`config.mk`:
```
export PLATFORM = sky130hd
export DESIGN_NAME = indicated_work_integrator
export DESIGN_NICKNAME = d
export VERILOG_FILES = /design/src/hdl/iwi_pkg.sv /design/src/hdl/iwi_increment.sv /design/src/hdl/iwi_accum.sv /design/src/hdl/indicated_work_integrator.sv
export SDC_FILE = /design/constraint.sdc
export NUM_CORES = 2
export LEC_CHECK = 0
export BUFFER_PORTS_ARGS = -buffer_cell sky130_fd_sc_hd__buf_2
export CORE_AREA = 4 4 355 357
export CTS_CLUSTER_DIAMETER = 30
export DETAILED_ROUTE_END_ITERATION = 10
export DIE_AREA = 0 0 359 361
export MAX_ROUTING_LAYER = met4
export PLACE_DENSITY_LB_ADDON = 0.1
export SYNTH_ARGS = -nofsm -noshare
export SYNTH_HDL_FRONTEND = slang
export SYNTH_HIERARCHICAL = 1
export SYNTH_SLANG_ARGS = --single-unit
```
`constraint.sdc`:
```
create_clock -name clk -period 15.3 [get_ports clk]
set_clock_uncertainty 0.05 [all_clocks]
set_input_delay 3.06 -clock clk [delete_from_list [all_inputs] [get_ports clk]]
set_output_delay 3.06 -clock clk [all_outputs]
set_load 0.005 [all_outputs]
```
`src/hdl/iwi_pkg.sv`:
```
// Shared types, widths and arithmetic helpers for the indicated work integrator.
package iwi_pkg;

  localparam int PRESS_W = 20;
  localparam int VOL_W   = 24;
  localparam int DP_W    = PRESS_W + 2;
  localparam int DV_W    = VOL_W + 1;
  localparam int INC_W   = DP_W + DV_W;
  localparam int WORK_W  = 64;

  localparam logic [PRESS_W-1:0] AMBIENT_RESET = PRESS_W'(1621);

  // Work increment and the control flags that travel with it.
  typedef struct packed {
    logic                    taken;
    logic                    do_inc;
    logic                    close;
    logic                    gas;
    logic                    exh;
    logic signed [INC_W-1:0] inc;
  } inc_t;

  // Signed add of an increment to a sum, clamped at the 64-bit limits.
  function automatic logic signed [WORK_W-1:0] sat_add(
    input logic signed [WORK_W-1:0] a,
    input logic signed [INC_W-1:0]  b
  );
    logic signed [WORK_W:0] s;
    logic signed [WORK_W:0] ax;
    logic signed [WORK_W:0] bx;
    ax = {a[WORK_W-1], a};
    bx = {{(WORK_W + 1 - INC_W){b[INC_W-1]}}, b};
    s  = ax + bx;
    if (s[WORK_W] != s[WORK_W-1]) begin
      if (s[WORK_W]) begin
        sat_add = {1'b1, {(WORK_W-1){1'b0}}};
      end else begin
        sat_add = {1'b0, {(WORK_W-1){1'b1}}};
      end
    end else begin
      sat_add = s[WORK_W-1:0];
    end
  endfunction

endpackage

```
`src/hdl/iwi_increment.sv`:
```
// Increment stage: trapezoidal gauge-pressure work increment and the previous-sample state.
module iwi_increment (
  input  logic                           clk,
  input  logic                           rst,
  input  logic                           load,
  input  logic [iwi_pkg::PRESS_W-1:0]    ambient,
  input  logic [iwi_pkg::PRESS_W-1:0]    pressure,
  input  logic [iwi_pkg::VOL_W-1:0]      volume,
  input  logic                           boundary,
  input  logic                           gas,
  input  logic                           exh,
  output iwi_pkg::inc_t                  stage
);
  import iwi_pkg::*;

  logic [PRESS_W-1:0]     last_pressure;
  logic [VOL_W-1:0]       last_volume;
  logic                   primed;
  logic signed [DP_W-1:0] dp;
  logic signed [DV_W-1:0] dv;
  logic [INC_W-1:0]       prod;
  logic                   taken;

  // Mean-pressure difference against ambient (times two) and the volume change.
  assign taken = (volume != '0);
  assign dp = $signed({2'b00, last_pressure}) + $signed({2'b00, pressure})
              - $signed({1'b0, ambient, 1'b0});
  assign dv = $signed({1'b0, volume}) - $signed({1'b0, last_volume});
  assign prod = {{(INC_W-DP_W){dp[DP_W-1]}}, dp} * {{(INC_W-DV_W){dv[DV_W-1]}}, dv};

  // Previous-sample state moves only on a valid sample.
  always_ff @(posedge clk) begin
    if (rst) begin
      last_pressure <= '0;
      last_volume   <= '0;
      primed        <= 1'b0;
    end else if (load && taken) begin
      last_pressure <= pressure;
      last_volume   <= volume;
      primed        <= 1'b1;
    end
  end

  // Product register with the flags of the same item.
  always_ff @(posedge clk) begin
    if (rst) begin
      stage.taken  <= 1'b0;
      stage.do_inc <= 1'b0;
      stage.close  <= 1'b0;
      stage.gas    <= 1'b0;
      stage.exh    <= 1'b0;
      stage.inc    <= '0;
    end else if (load) begin
      stage.taken  <= taken;
      stage.do_inc <= taken && primed;
      stage.close  <= taken && primed && boundary;
      stage.gas    <= gas;
      stage.exh    <= gas && exh;
      stage.inc    <= $signed(prod);
    end
  end

endmodule

```
`src/hdl/iwi_accum.sv`:
```
// Accumulate stage: saturating sums, completed-cycle latches and the result flags.
module iwi_accum (
  input  logic                           clk,
  input  logic                           rst,
  input  logic                           load,
  input  iwi_pkg::inc_t                  stage,
  output logic                           sample_taken,
  output logic                           cycle_closed,
  output logic [iwi_pkg::WORK_W-1:0]     cycle_work,
  output logic [iwi_pkg::WORK_W-1:0]     pumping_work,
  output logic [iwi_pkg::WORK_W-1:0]     exhaust_work
);
  import iwi_pkg::*;

  logic signed [WORK_W-1:0] sum_total;
  logic signed [WORK_W-1:0] sum_pumping;
  logic signed [WORK_W-1:0] sum_exhaust;
  logic signed [WORK_W-1:0] sum_total_next;
  logic signed [WORK_W-1:0] sum_pumping_next;
  logic signed [WORK_W-1:0] sum_exhaust_next;

  // Sums after this item's increment.
  always_comb begin
    sum_total_next   = sum_total;
    sum_pumping_next = sum_pumping;
    sum_exhaust_next = sum_exhaust;
    if (stage.do_inc) begin
      sum_total_next = sat_add(sum_total, stage.inc);
      if (stage.gas) begin
        sum_pumping_next = sat_add(sum_pumping, stage.inc);
      end
      if (stage.exh) begin
        sum_exhaust_next = sat_add(sum_exhaust, stage.inc);
      end
    end
  end

  // On a cycle boundary the sums move to the completed values and restart.
  always_ff @(posedge clk) begin
    if (rst) begin
      sum_total    <= '0;
      sum_pumping  <= '0;
      sum_exhaust  <= '0;
      cycle_work   <= '0;
      pumping_work <= '0;
      exhaust_work <= '0;
      sample_taken <= 1'b0;
      cycle_closed <= 1'b0;
    end else if (load) begin
      sample_taken <= stage.taken;
      cycle_closed <= stage.close;
      if (stage.close) begin
        cycle_work   <= sum_total_next;
        pumping_work <= sum_pumping_next;
        exhaust_work <= sum_exhaust_next;
        sum_total    <= '0;
        sum_pumping  <= '0;
        sum_exhaust  <= '0;
      end else begin
        sum_total    <= sum_total_next;
        sum_pumping  <= sum_pumping_next;
        sum_exhaust  <= sum_exhaust_next;
      end
    end
  end

endmodule

```
`src/hdl/indicated_work_integrator.sv`:
```
// Top level of the indicated work integrator: input register, pipeline control, config.
//
// Usage:
//   The slave stream takes one pressure/volume sample per item. s_tlast flags an
//   engine cycle boundary, s_tuser carries the stroke flags. The master stream
//   gives one result per item: m_tuser says the sample was used, m_tlast says a
//   cycle was closed, m_tdata holds the last completed total, pumping and exhaust
//   work sums (1/32 microjoule, saturated at the signed 64-bit limits).
//   Users write the ambient pressure register (cfg_we/cfg_data) only while idle; not enforced.
// Timing:
//   Three register stages (input, product, accumulate/result); an accepted item
//   moves through the product and then the accumulate register. One item per cycle is
//   sustained while m_tready is high, set by the 64-bit saturating accumulate loop.
// Reset:
//   rst empties the pipeline, clears the sums and completed values and loads
//   the ambient register with 1621 (101.3 kPa).
// Stall:
//   While m_tready is low the result holds; earlier stages keep filling until all
//   three are occupied, then s_tready drops. Nothing is lost or repeated.
module indicated_work_integrator (
  input  logic                           clk,
  input  logic                           rst,
  input  logic                           s_tvalid,
  output logic                           s_tready,
  input  logic [47:0]                    s_tdata,  // cyl_pressure[19:0], cyl_volume[43:20], zero
  input  logic                           s_tlast,
  input  logic [1:0]                     s_tuser,  // gas_exchange[0], exhaust_stroke[1]
  output logic                           m_tvalid,
  input  logic                           m_tready,
  output logic [191:0]                   m_tdata,  // cycle_work, pumping_work, exhaust_work
  output logic                           m_tlast,
  output logic                           m_tuser,  // sample_taken[0]
  input  logic                           cfg_we,
  input  logic [iwi_pkg::PRESS_W-1:0]    cfg_data
);
  import iwi_pkg::*;

  logic [PRESS_W-1:0] ambient;
  logic [PRESS_W-1:0] in_pressure;
  logic [VOL_W-1:0]   in_volume;
  logic               in_boundary;
  logic               in_gas;
  logic               in_exh;
  logic               v1;
  logic               v2;
  logic               ready2;
  logic               ready3;
  inc_t               inc_stage;
  logic [WORK_W-1:0]  cycle_work;
  logic [WORK_W-1:0]  pumping_work;
  logic [WORK_W-1:0]  exhaust_work;

  // Ambient pressure configuration register.
  always_ff @(posedge clk) begin
    if (rst) begin
      ambient <= AMBIENT_RESET;
    end else if (cfg_we) begin
      ambient <= cfg_data;
    end
  end

  // Each stage advances when the one after it is empty or moving.
  assign ready3   = !m_tvalid || m_tready;
  assign ready2   = !v2 || ready3;
  assign s_tready = !v1 || ready2;

  always_ff @(posedge clk) begin
    if (rst) begin
      v1       <= 1'b0;
      v2       <= 1'b0;
      m_tvalid <= 1'b0;
    end else begin
      if (s_tready) begin
        v1 <= s_tvalid;
      end
      if (ready2) begin
        v2 <= v1;
      end
      if (ready3) begin
        m_tvalid <= v2;
      end
    end
  end

  // Input register.
  always_ff @(posedge clk) begin
    if (s_tready && s_tvalid) begin
      in_pressure <= s_tdata[PRESS_W-1:0];
      in_volume   <= s_tdata[PRESS_W+VOL_W-1:PRESS_W];
      in_boundary <= s_tlast;
      in_gas      <= s_tuser[0];
      in_exh      <= s_tuser[1];
    end
  end

  iwi_increment u_increment (
    .clk      (clk),
    .rst      (rst),
    .load     (v1 && ready2),
    .ambient  (ambient),
    .pressure (in_pressure),
    .volume   (in_volume),
    .boundary (in_boundary),
    .gas      (in_gas),
    .exh      (in_exh),
    .stage    (inc_stage)
  );

  iwi_accum u_accum (
    .clk          (clk),
    .rst          (rst),
    .load         (v2 && ready3),
    .stage        (inc_stage),
    .sample_taken (m_tuser),
    .cycle_closed (m_tlast),
    .cycle_work   (cycle_work),
    .pumping_work (pumping_work),
    .exhaust_work (exhaust_work)
  );

  assign m_tdata = {exhaust_work, pumping_work, cycle_work};

  // A closed cycle always comes from a used sample.
  a_close_needs_sample: assert property (@(posedge clk) disable iff (rst)
    m_tvalid && m_tlast |-> m_tuser)
    else $error("cycle closed on an ignored sample");

  // A stalled product-stage item is never dropped.
  a_stage2_held: assert property (@(posedge clk) disable iff (rst)
    v2 && !ready3 |=> v2)
    else $error("product stage lost an item");

  // A closing increment only exists once a previous sample was stored.
  a_close_primed: assert property (@(posedge clk) disable iff (rst)
    v2 && inc_stage.close |-> inc_stage.do_inc && inc_stage.taken)
    else $error("cycle close without an increment");

endmodule
```
After elaboration in Yosys (flattened, before gate mapping)
Cells that the tools add are included.
{"block": "word_totals", "regBits": 553, "wordCells": 65, "input_bits": 76, "out_inout_bits": 196}
{"block": "classes", "reduce_logical": 15, "addsub": 6, "n_eq_ne": 3, "multipliers": 1, "mux": 14}
{"operator": "$mux W64", "count": 14}
{"operator": "$add A64 B47 Y65", "count": 3}
{"operator": "$mul A22 B25 Y47", "count": 1}
{"operator": "$sub A24 B24 Y25", "count": 1}
{"operator": "$reduce_bool A24 Y1", "count": 1}
{"operator": "$sub A21 B21 Y22", "count": 1}
{"operator": "$add A20 B20 Y21", "count": 1}
{"operator": "$logic_and A1 B1 Y1", "count": 7}
{"operator": "$logic_not A1 Y1", "count": 3}
{"operator": "$logic_or A1 B1 Y1", "count": 3}
{"operator": "$ne A1 B1 Y1", "count": 3}
{"operator": "$reduce_and A2 Y1", "count": 1}

Logic depth before layout (Yosys ltp)
{"block": "logic_depth", "depth_word": 6, "depth_mapped": 38, "ltp_nobuf": 36}

Modules after synthesis
Netlist, hierarchy kept.
{"mod": "iwi_accum", "seq_area_each_um2": 7727.4, "instances": 1, "area_each_um2": 26571.7, "cells_per_inst": 3632}
{"mod": "iwi_increment", "seq_area_each_um2": 1941.9, "instances": 1, "area_each_um2": 26143.8, "cells_per_inst": 3016}
{"mod": "indicated_work_integrator", "seq_area_each_um2": 1871.8, "instances": 1, "area_each_um2": 2277.2, "cells_per_inst": 126}

Worst setup path before layout
Ideal clock, no wire load.
{"block": "synth_path", "kind": "register to register", "from": "reg in_volume[0]", "to": "reg u_increment/stage[45] (netlist name)", "stages_incl_launch_ff": 35, "slack_ps": 6398, "required_ps": 15117, "t_arrival_ps": 8718, "path_buffers": 2, "setup_time_ps": 133, "synth_period_minus_slack_ps": 8902, "path_cell_list": "edfxtp_1 inv_1 ha_1 inv_1 fa_1 a21o_1 a21o_1 a21o_1 a31o_1 o31a_4 nand2b_2 a311oi_4 a31oi_4 buf_2 and2_1 fa_1 fa_1 fa_1 fa_1 fa_1 fa_1 inv_1 fa_1 inv_1 ha_1 clkbuf_1 nand4_1 nor2_1 o21a_1 a21boi_0 a211oi_1 o211a_1 o31ai_1 xnor2_1 o22ai_1"}
{"block": "synth_between", "elab_chain_len": 2}
{"element": "start: declaration", "line_no": "indicated_work_integrator.sv:40", "rtl": "logic [VOL_W-1:0] in_volume;"}
{"element": "start signal: assignment", "line_no": "indicated_work_integrator.sv:89", "rtl": "in_volume <= s_tdata[PRESS_W+VOL_W-1:PRESS_W];"}
{"element": "$sub A24 B24 Y25", "line_no": "iwi_increment.sv:28", "rtl": "assign dv = $signed({1'b0, volume}) - $signed({1'b0, last_volume});"}
{"element": "$mul A22 B25 Y47", "line_no": "iwi_increment.sv:29", "rtl": "assign prod = {{(INC_W-DP_W){dp[DP_W-1]}}, dp} * {{(INC_W-DV_W){dv[DV_W-1]}}, dv};"}
Every way passes these cells.
A chain may end at the register's enable or synchronous reset.

Worst setup path after layout
{"block": "layout_path", "from": "reg in_pressure[2]", "to": "reg u_increment/stage[39] (netlist name)"}
{"block": "layout_between", "elab_chain_len": 3}
{"element": "start: declaration", "line_no": "indicated_work_integrator.sv:39", "rtl": "logic [PRESS_W-1:0] in_pressure;"}
{"element": "start signal: assignment", "line_no": "indicated_work_integrator.sv:88", "rtl": "in_pressure <= s_tdata[PRESS_W-1:0];"}
{"element": "$add A20 B20 Y21", "line_no": "iwi_increment.sv:26", "rtl": "assign dp = $signed({2'b00, last_pressure}) + $signed({2'b00, pressure})"}
{"element": "$sub A21 B21 Y22", "line_no": "iwi_increment.sv:27", "rtl": "- $signed({1'b0, ambient, 1'b0});"}
{"element": "$mul A22 B25 Y47", "line_no": "iwi_increment.sv:29"}
Every way passes these cells.

==> results.json <==
{
  "drtAntennaViolNets": 0,
  "clockRootBuffer": "clkbuf_16",
  "die_y_um": 361,
  "worstHoldPathType": "flip-flop to flip-flop",
  "vias_per_cell": 5.706,
  "critPathKind": "flip-flop to flip-flop",
  "drc": 0,
  "worstMarginPinSlew_ps": 1230,
  "fillers": 11970,
  "ctsHoldBuffers": 0,
  "drt-initial-drc-count": 3499,
  "crit_family": "adder cells",
  "clk_pin_slew_ps": 50,
  "synth.net_count": 7812,
  "synth_edf_count": 47,
  "grt_overflow": 0,
  "syn_avg_cell_area_um2": 8.118,
  "whs_ps": 393.3,
  "max-slew-margin-rel_pct": 17.12,
  "clk_latency_ps": 780,
  "stdcell_count": 8641,
  "die_w_um": 359,
  "yosys_register_bits": 553,
  "run_status": "completed",
  "layout_common_cells": "840 x nand2_1, 736 x inv_1, 675 x a21oi_1, 596 x o21ai_0, 584 x fa_1",
  "drv_cap": 0,
  "cp.required_ps": 15910,
  "area_growth_pct": 14.85,
  "cp_num_buf_inv": 5,
  "yosys_warnings": 6,
  "cts_resized": 0,
  "fmaxAchievable_mhz": 95.90,
  "rr_startpoint": "in_pressure[2]",
  "setup_viol": 0,
  "post_cts_buffers": 0,
  "antenna_found_initial": 3,
  "grt_setup_unrepaired": "no",
  "layout_min_cycle_time_ps": 10430,
  "track_usage_pct": 29.63,
  "cts.sinks": 553,
  "grt_max_degree": 102,
  "async_reset_ff_share_pct": 0,
  "cts_buffer_depth": 3,
  "cts_made_buffers": 145,
  "startpoint": "in_pressure[2]",
  "placementRows": 129,
  "slew_viol_final": 0,
  "routedWlPerCell_um": 22.01,
  "first_pass_iters": 5,
  "ys_seq_area_share_pct": 20.99,
  "setup_tns_ps": 0,
  "placed_cells": 8368,
  "cp_data_arrival_time_ps": 11040,
  "syn_inst": 6774,
  "final_common_cell": "nand2_1",
  "hold_viol_final": 0,
  "fp.dieArea_um2": 129600,
  "slowest_delay_ps": 670,
  "final_nets": 7916,
  "cts_tree": "built",
  "grt_pass1_vias": 49230,
  "min_from": "u_accum/cycle_work[9]",
  "portBuffers": 267,
  "cp_slowest_cell": "a211oi_1",
  "crit_top_cell": "fa_1",
  "period_share_pct": 68.15,
  "gp_congestion": 0.9375,
  "synthFlopType": "dfxtp_1",
  "end_kind": "flip-flop",
  "start_util_pct": 44.71,
  "cts_max_level": 4,
  "drive_above_1_share_pct": 9.976,
  "io_pins": 272,
  "grt_pass1_wl_mm": 292.3,
  "cp_max_fo": 26,
  "synth_area_um2": 54990,
  "start_kind": "flip-flop",
  "vias": 49310,
  "dp_hpwl_mm": 141.1,
  "yosysUniqueCellTypes": 103,
  "wl_mm": 190.2,
  "core_um2": 123000
}
## synth_stat cells (all sizes together) (43+ instances only)
cell type  instances  area (um2)
nand2            844        3168
inv              737        2766
o21ai            711        3562
a21oi            677        3392
fa               584       11690
dfxtp            506       10130
nor2             404        1516
ha               378        4730
clkbuf           340        1279
xnor2            149        1313
a21o             141        1059
nand3            123       615.6
xor2              95       832.1
and2              86       538.0
nand4             79       494.2
nor3              72       365.3
a31oi             66       449.2
nand2b            57       359.1
buf               55       316.5
o21bai            54       409.1
o21a              52       391.6
nor2b             48       300.3
edfxtp            47        1411
a211oi            43       335.3
## through the flow
stage	util, %	setup slack (ps)	area [um2]
final	51.35	4873	63160
after global routing	51.34	4434	63150
after CTS	51.34	4951	63140
after detailed placement	47.06	4966	57880
after global placement	47.06	5050	57880
after floorplan	-	6398	54990
## cell families after synthesis
group / synth area share (%)
adders and majority gates: 29.86
buffers and inverters: 7.938
and+or+nand+nor: 15.21
DFF: 20.99
muxes: 0.8054
AOI/OAI and AO/OA: 21.30
xor gates and xnor gates: 3.900
## final timing paths
path | end | slack, ps | depth (start not counted)
worst max register to register | u_increment/stage[39] | 4870 | 32
worst min-delay path | u_accum/cycle_work[9] | 390 | 2
worst min register to register | u_accum/cycle_work[9] | 390 | 2
worst max-delay path | u_increment/stage[39] | 4870 | 32
## per-layer routing
layer / vias up / part of all wire (%) / GRT usage, %
met4: 0 / 4.1 / 11.80
met3: 336 / 6.2 / 5.282
met5: - / 0 / -
met1: 24290 / 43 / 37.02
met2: 1555 / 47 / 47.84
li1: 23130 / - / -
## sequential cells by signal (all words and copies together) (netlist names)
signal,count
ambient,20
in_boundary,1
in_exh,1
in_gas,1
in_pressure,20
in_volume,24
m_tvalid,1
u_accum/cycle_closed,1
u_accum/cycle_work,64
u_accum/exhaust_work,64
u_accum/pumping_work,64
u_accum/sample_taken,1
u_accum/sum_exhaust,64
u_accum/sum_pumping,64
u_accum/sum_total,64
u_increment/last_pressure,20
u_increment/last_volume,24
u_increment/primed,1
u_increment/stage,52
v1,1
v2,1
## worst register-to-register path: cells and delay by family, from the launching register on
family          cells  cell delay [ps]
fa+ha+maj          10             4800
compound gates     13             3910
simple gates        3              580
xor+xnor            1              380
flops               1              340
buf+inv             5              280
## cell type report
cell class,instances,area (um2),area share [%]
antenna,7,17.52,0.02773
multi-input combinational,5088,39530,62.59
clock buffer,183,3995,6.325
timing repair buffer,352,1981,3.136
tap,1637,2048,3.243
clock inverter,83,1271,2.013
sequential,553,11540,18.28
inverter,738,2773,4.390
Power is left out: the tool's default activity adds up to more than one toggle a clock period on the data nets, which glitch-free logic cannot reach.
